## src/design/lgtr_pkg.sv

```systemverilog
// Package for the LDA Gibbs token resampler: payload structs, sizes and
// controller/datapath command and status types. No dependencies.
package lgtr_pkg;

   localparam int NumTopics = 16;
   localparam int VocabSize = 4096;
   localparam int NumDocs   = 1024;
   localparam int TopicW    = 4;
   localparam int DocW      = 10;
   localparam int WordW     = 12;
   localparam int DtAddrW   = DocW + TopicW;
   localparam int TwAddrW   = TopicW + WordW;
   localparam int ClrCount  = NumTopics * VocabSize;
   localparam int ClrW      = TwAddrW + 1;

   localparam logic [1:0] CsrAlpha = 2'd0;
   localparam logic [1:0] CsrBeta  = 2'd1;
   localparam logic [1:0] CsrBetaT = 2'd2;

   localparam logic [1:0] StatOk    = 2'd0;
   localparam logic [1:0] StatUnder = 2'd1;
   localparam logic [1:0] StatZero  = 2'd2;

   localparam logic OpLoad     = 1'b0;
   localparam logic OpResample = 1'b1;

   typedef struct packed {
      logic        opcode;
      logic [9:0]  doc_index;
      logic [11:0] word_index;
      logic [3:0]  old_topic;
      logic [15:0] random_fraction;
   } req_type;

   typedef struct packed {
      logic [3:0] new_topic;
      logic [1:0] status;
   } rsp_type;

   localparam logic [2:0] CmdNone   = 3'd0;
   localparam logic [2:0] CmdClear  = 3'd1;
   localparam logic [2:0] CmdRead   = 3'd2;
   localparam logic [2:0] CmdDec    = 3'd3;
   localparam logic [2:0] CmdInc    = 3'd4;
   localparam logic [2:0] CmdWeight = 3'd5;
   localparam logic [2:0] CmdDiv    = 3'd6;
   localparam logic [2:0] CmdScan   = 3'd7;

   typedef struct packed {
      logic [2:0]        op;
      logic [ClrW-1:0]   clr_addr;
      logic [TopicW-1:0] topic;
      logic              first;
   } cmd_type;

   typedef struct packed {
      logic              div_done;
      logic              sum_zero;
      logic              under;
      logic [TopicW-1:0] pick;
   } stat_type;

endpackage

```

## src/design/lgtr_ctrl.sv

```systemverilog
// Controller: clearing pass, token sequencing and result register.
// Depends on lgtr_pkg; commands lgtr_datapath.
module lgtr_ctrl (
   input  logic                clock,
   input  logic                reset,
   input  logic                req_valid,
   output logic                req_ready,
   input  lgtr_pkg::req_type   req,
   output lgtr_pkg::req_type   req_ff,
   output logic                rsp_valid,
   input  logic                rsp_ready,
   output lgtr_pkg::rsp_type   rsp,
   output lgtr_pkg::cmd_type   cmd,
   input  lgtr_pkg::stat_type  stat
);

   localparam logic [3:0] SClear = 4'd0, SIdle = 4'd1, SRd1 = 4'd2, SDec = 4'd3,
                          SRdK = 4'd4, SWgt = 4'd5, SDiv = 4'd6, SScan0 = 4'd7,
                          SScan = 4'd8, SRd2 = 4'd9, SInc = 4'd10, SOut = 4'd11;

   logic [3:0] state_ff, state_in;
   logic [lgtr_pkg::ClrW-1:0] clr_ff, clr_in;
   logic [lgtr_pkg::TopicW-1:0] k_ff, k_in, t_ff, t_in;
   logic [1:0] st_ff, st_in;
   logic rv_ff, rv_in;
   lgtr_pkg::req_type rq_ff, rq_in;
   logic last_k, in_range;

   assign last_k = (k_ff == lgtr_pkg::TopicW'(lgtr_pkg::NumTopics - 1));
   assign in_range = (32'(req.doc_index) < lgtr_pkg::NumDocs)
                  && (32'(req.word_index) < lgtr_pkg::VocabSize)
                  && (32'(req.old_topic) < lgtr_pkg::NumTopics);
   assign req_ready = (state_ff == SIdle) && !rv_ff;
   assign rsp_valid = rv_ff;
   assign rsp = '{new_topic: t_ff, status: st_ff};
   assign req_ff = rq_ff;

   always_comb begin
      state_in = state_ff;
      clr_in = clr_ff;
      k_in = k_ff;
      t_in = t_ff;
      st_in = st_ff;
      rv_in = rv_ff && !rsp_ready;
      rq_in = rq_ff;
      cmd = '{op: lgtr_pkg::CmdNone, clr_addr: clr_ff, topic: k_ff, first: 1'b0};
      case (state_ff)
         SClear: begin
            cmd.op = lgtr_pkg::CmdClear;
            clr_in = clr_ff + 1'b1;
            if (clr_ff == lgtr_pkg::ClrW'(lgtr_pkg::ClrCount - 1)) state_in = SIdle;
         end
         SIdle: begin
            if (req_valid && req_ready) begin
               rq_in = req;
               t_in = req.old_topic;
               st_in = lgtr_pkg::StatOk;
               if (!in_range) begin
                  rv_in = 1'b1;
               end else if (req.opcode == lgtr_pkg::OpLoad) begin
                  state_in = SRd2;
               end else begin
                  state_in = SRd1;
               end
            end
         end
         SRd1: begin
            cmd.op = lgtr_pkg::CmdRead;
            cmd.topic = t_ff;
            state_in = SDec;
         end
         SDec: begin
            cmd.op = lgtr_pkg::CmdDec;
            cmd.topic = t_ff;
            k_in = '0;
            state_in = SRdK;
         end
         SRdK: begin
            cmd.op = lgtr_pkg::CmdRead;
            state_in = SWgt;
         end
         SWgt: begin
            cmd.op = lgtr_pkg::CmdWeight;
            cmd.first = (k_ff == '0);
            state_in = SDiv;
         end
         SDiv: begin
            cmd.op = lgtr_pkg::CmdDiv;
            if (stat.div_done) begin
               k_in = k_ff + 1'b1;
               state_in = last_k ? SScan0 : SRdK;
            end
         end
         SScan0: begin
            if (stat.sum_zero) begin
               st_in = lgtr_pkg::StatZero;
               state_in = SRd2;
            end else begin
               cmd.op = lgtr_pkg::CmdScan;
               cmd.first = 1'b1;
               k_in = '0;
               state_in = SScan;
            end
         end
         SScan: begin
            cmd.op = lgtr_pkg::CmdScan;
            k_in = k_ff + 1'b1;
            if (last_k) state_in = SOut;
         end
         SOut: begin
            t_in = stat.pick;
            st_in = stat.under ? lgtr_pkg::StatUnder : lgtr_pkg::StatOk;
            state_in = SRd2;
         end
         SRd2: begin
            cmd.op = lgtr_pkg::CmdRead;
            cmd.topic = t_ff;
            state_in = SInc;
         end
         SInc: begin
            cmd.op = lgtr_pkg::CmdInc;
            cmd.topic = t_ff;
            rv_in = 1'b1;
            state_in = SIdle;
         end
         default: state_in = SIdle;
      endcase
   end

   always_ff @(posedge clock) begin
      if (reset) begin
         state_ff <= SClear;
         clr_ff <= '0;
         rv_ff <= 1'b0;
         k_ff <= '0;
      end else begin
         state_ff <= state_in;
         clr_ff <= clr_in;
         rv_ff <= rv_in;
         k_ff <= k_in;
      end
   end

   always_ff @(posedge clock) begin
      t_ff <= t_in;
      st_ff <= st_in;
      rq_ff <= rq_in;
   end

endmodule

```

## config.mk

```make
export PLATFORM = sky130hd
export DESIGN_NAME = lgtr_ctrl
export DESIGN_NICKNAME = d
export VERILOG_FILES = /design/src/design/lgtr_pkg.sv /design/src/design/lgtr_ctrl.sv
export SDC_FILE = /design/constraint.sdc
export NUM_CORES = 1
export LEC_CHECK = 0
export BUFFER_PORTS_ARGS = -buffer_cell sky130_fd_sc_hd__buf_2
export CAP_MARGIN = 20
export CORE_MARGIN = 2
export CORE_UTILIZATION = 48
export CTS_CLUSTER_SIZE = 24
export DETAILED_ROUTE_END_ITERATION = 16
export PLACE_DENSITY = 0.78
export SYNTH_ARGS = -nofsm -noshare
export SYNTH_HDL_FRONTEND = slang
export SYNTH_SLANG_ARGS = --single-unit
```

## constraint.sdc

```tcl
create_clock -name clock -period 3.6 [get_ports clock]
set_input_delay 0.72 -clock clock [delete_from_list [all_inputs] [get_ports clock]]
set_output_delay 0.72 -clock clock [all_outputs]
set_load 0.01 [all_outputs]
```

======== Word-level counts from Yosys, hierarchy flattened ========
Index checks and enable logic that the tools add are counted.
Widths: inputs -> output; s select.
word-level totals
  register bits after elaboration ......... 75
  input bits .............................. 54
  logic and storage cells ................. 72
cells by class
  reduce and logical (&&, ||, !) cells .... 17
  eq/ne operators ......................... 19
  add/sub/neg operators ................... 2
  muxes and demuxes ....................... 23
operators by type and width
  operator               number
  $pmux 4 s11            1
  $mux 4                 9
  $pmux 3 s8             1
  $eq 4x4->1 const B     5
  $add 17x1->17 const B  1
  $eq 17x16->1 const B   1
  $eq 4x3->1 const B     4
  $pmux 4 s4             1
  $ne 2x2->1 const B     5
  $eq 4x2->1 const B     2
  $logic_not 4->1        2
  $pmux 4 s2             1
  $mux 2                 3
  $pmux 2 s3             1
  $reduce_and 3->1       2
  $add 4x1->4 const B    1
  $eq 4x1->1 const B     1
  $mux 1                 4
  $reduce_and 2->1       2
  $reduce_and 4->1       1
  $reduce_bool 4->1      1
  $reduce_or 4->1        1
  $logic_and 1x1->1      3
  $mux 3                 1
  6 further kinds        7

======== Depth between registers and ports, before layout ========
  word-level depth ........................ 5
  mapped depth ............................ 8
  gate-level depth less buffers ........... 8

======== Worst setup path before layout ========
Ideal clock, no wire load.
  kind .................................... input -> register
  start ................................... input req_valid
  end ..................................... register t_ff[0] in the netlist's numbering (enable)
  cell stages on the path ................. 3
  data arrival time ....................... 2.330 ns
  data required time ...................... 3.262 ns
  setup slack ............................. 0.932 ns
  path buffers ............................ 0
  path through ............................ nor2b_1 > and3_1 > o21bai_1
between the ends
  word-level cells in the longest chain between the ends .. 3
RTL lines
  item                               line              source
  start: declaration                 lgtr_ctrl.sv:6    input logic req_valid,
  $logic_and 1x1->1                  lgtr_ctrl.sv:54   if (req_valid && req_ready) begin
  $ne 2x1->1 (no source line)        -
  $reduce_and 2->1 (no source line)  -
  end signal: assignment             lgtr_ctrl.sv:145  t_ff <= t_in;
  end: declaration                   lgtr_ctrl.sv:23   logic [lgtr_pkg::TopicW-1:0] k_ff, k_in, t_ff, t_in;
No other way between the ends.
A chain may end at the register's enable or synchronous reset.

==> metrics <==
status completed; leakage around 1.7 nW; gr ovfl total 0; syn avg cell area approximately 12 sq um; NumNets Final 452; xor and xnor area share after synthesis 0.0273; reg2reg path depth 4; post_cts resized 0; RSZ-0062 raised after global routing false; clk root buf clkbuf_8; diode count 0; post-synth top area cell edfxtp_1; most numerous cell in the Yosys netlist edfxtp_1; drc violations 0; post-CTS setup buffer count 0; first-pass GRT wire length 11000 um; clock-pin transition on the worst setup and hold timing paths about 0.08 ns; CTS Buf Count 9; sequential share of the synthesized area 0.622; top cells by count, synth edfxtp_1 (49), dfxtp_1 (26), nor2_1 (19); hold buffers post-CTS 0; number of global-route vias before repair 2224; cell area after synthesis around 0.0032 sq mm; CTS tree built; post-synthesis mux area share 0.0344; worst vdd ir between 0.0003 and 0.0004 V; Post-Synth Simple-Gate Area 0.169; Top FF cell, synth edfxtp_1; drt total wl about 7000 um; Synth Net Count about 320; Least-Margin Pin Slew 0.880 ns; largest net degree at the start of global routing 44; GP Congestion 0.865; R2R setup slack 1.28 ns; CTS H-Tree Depth 3; FP Rows 29; die area between 0.007 and 0.008 sq mm; IO Port Bufs around 130; largest family of logic cells by synthesized area simple AND/OR/NAND/NOR gates; complex-gate fraction of the synthesized area 0.104; Setup TNS 0 ns; critical path class reg2out; crit-path max FO 23; die height 85.7 um; Hold Crit Depth 2; Yosys top cell area share 0.459; final setup violation count 0; hold_ws roughly 0.5 ns; Max Root-Sink Buffers 2; drt wl/cell approximately 15 um; Synth Warn # 0; routed via count 2522; Critical Path Start Type flop; io pins between 100 and 150; synth top area cells edfxtp_1 (46%), dfxtp_1 (16%), mux2_2 (2.8%); number of synthesized flops with an enable pin between 40 and 50; total core area 0.00639 sq mm; Yosys cell types between 50 and 60; hold crit path type reg2reg; Synth Register Bits between 70 and 80; Clock Skews roughly 0.0072 ns; gr usage total 0.194; area share of fa/ha/maj cells after synthesis 0.0156; max-cap check violation count 0; Clock Sinks 75; FMAX ~340 MHz; Layout area overhead 28.4%; Pwr Density slightly above 400 mW/mm^2; Syn Inst Count 266; Worst Path Required about 2.9 ns; Tcrit/Tclk final 0.823; layout cells sized above 1 0.411; Worst-Skew Late Latency ~0.34 ns; Die X approximately 86 um; antenna violations before repair 0; Rel. slew slack 0.412; Via density around 5.3; Final Max Tran Viols 0; Final Hold Viols 0; DR iter-0 viols slightly above 50; data arrival time of the worst path 2.24 ns; fin crit period 2.96 ns; fill count roughly 520; Post-synth ARST share 0; DRT antenna net count 0; crit path capture type primary output; Initial Util 0.502; hpwl dp just over 5000 um; drt pass-1 iters 4
-- through the flow --
| step | cells | instance area [sq um] | power (W) | util | setup slack, ns |
|---|---|---|---|---|---|
| 2_1_floorplan | 266 | 3200 | 0.000956 | - | 0.932 |
| 3_3_place_gp | 460 | 3890 | 0.000990 | 0.610 | 1.07 |
| 3_5_place_dp | 460 | 3890 | 0.000992 | 0.610 | 1.00 |
| 4_1_cts | 476 | 4110 | 0.00169 | 0.644 | 0.621 |
| 5_1_grt | 476 | 4110 | 0.00173 | 0.644 | 0.431 |
| 6_report | 476 | 4110 | 0.00167 | 0.644 | 0.638 |
-- layout by cell type (no fill, tap or decap), types with 2 or more instances in the layout --
master,n
and2_1,4
a21oi_1,15
or3_1,6
clkbuf_8,9
xor2_1,8
o22ai_1,5
nand2_1,13
nor2_1,19
xnor2_1,2
nand2b_1,5
inv_1,6
nor3_1,6
buf_2,129
edfxtp_1,49
a21boi_0,3
nor2b_1,8
buf_4,2
ha_1,4
and4_1,2
nand4_1,5
and3_1,4
mux2i_1,2
clkinvlp_4,2
dfxtp_1,26
o21bai_1,2
a31oi_1,2
nand3_1,10
or2_2,2
bufinv_16,2
o21ai_0,13
mux2_2,8
o31ai_1,2
-- sequential cells by signal, indices dropped and copies added (netlist names) --
name / cells
req_ff: 43
clr_ff: 17
k_ff: 4
state_ff: 4
t_ff: 4
st_ff: 2
rsp_valid: 1
-- final timing paths --
path	from	to
worst min-delay path	clr_ff[14]	clr_ff[14]
worst min register to register	clr_ff[14]	clr_ff[14]
worst max register to register	state_ff[1]	clr_ff[10]
worst max-delay path	state_ff[0]	cmd[2]
-- critical path, cell delays in order (launching register included) --
cell and delay, ns:
dfxtp_1 0.78, nand2_1 0.15, xor2_1 0.17, nor2_1 0.29
mux2_2 0.38, buf_2 0.14
-- per-layer routing --
| metal | GRT usage | share of wire | vias up |
|---|---|---|---|
| li1 | - | - | 1245 |
| met1 | 0.239 | 0.42 | 1185 |
| met2 | 0.319 | 0.50 | 82 |
| met3 | 0.0529 | 0.069 | 10 |
| met4 | 0.0851 | 0.015 | 0 |
| met5 | 0 | 0 | - |
-- kinds of logic after synthesis --
logic type,Yosys count
DFF,75
and+or+nand+nor,95
muxes,10
buffers and inverters,20
adders and majority gates,4
xor gates and xnor gates,10
AOI/OAI and AO/OA,52
-- where the power goes --
| part | internal (W) | total, W | switching [W] |
|---|---|---|---|
| Clock | 0.000391 | 0.000700 | 0.000309 |
| Combinational | 0.0000289 | 0.0000518 | 0.0000229 |
| Sequential | 0.000916 | 0.000920 | 0.00000331 |
-- area by class of cell --
cell class                      count  area, sq um  area share
Sequential cell                    75         1990       0.484
Multi-Input combinational cell    171         1120       0.273
Timing Repair Buffer              131          661       0.161
Clock buffer                       10          128      0.0310
Tap cell                           77         96.3      0.0234
Clock inverter                      6         88.8      0.0216
Inverter                            6         22.5     0.00548
Power figures use the tool's default switching activity.
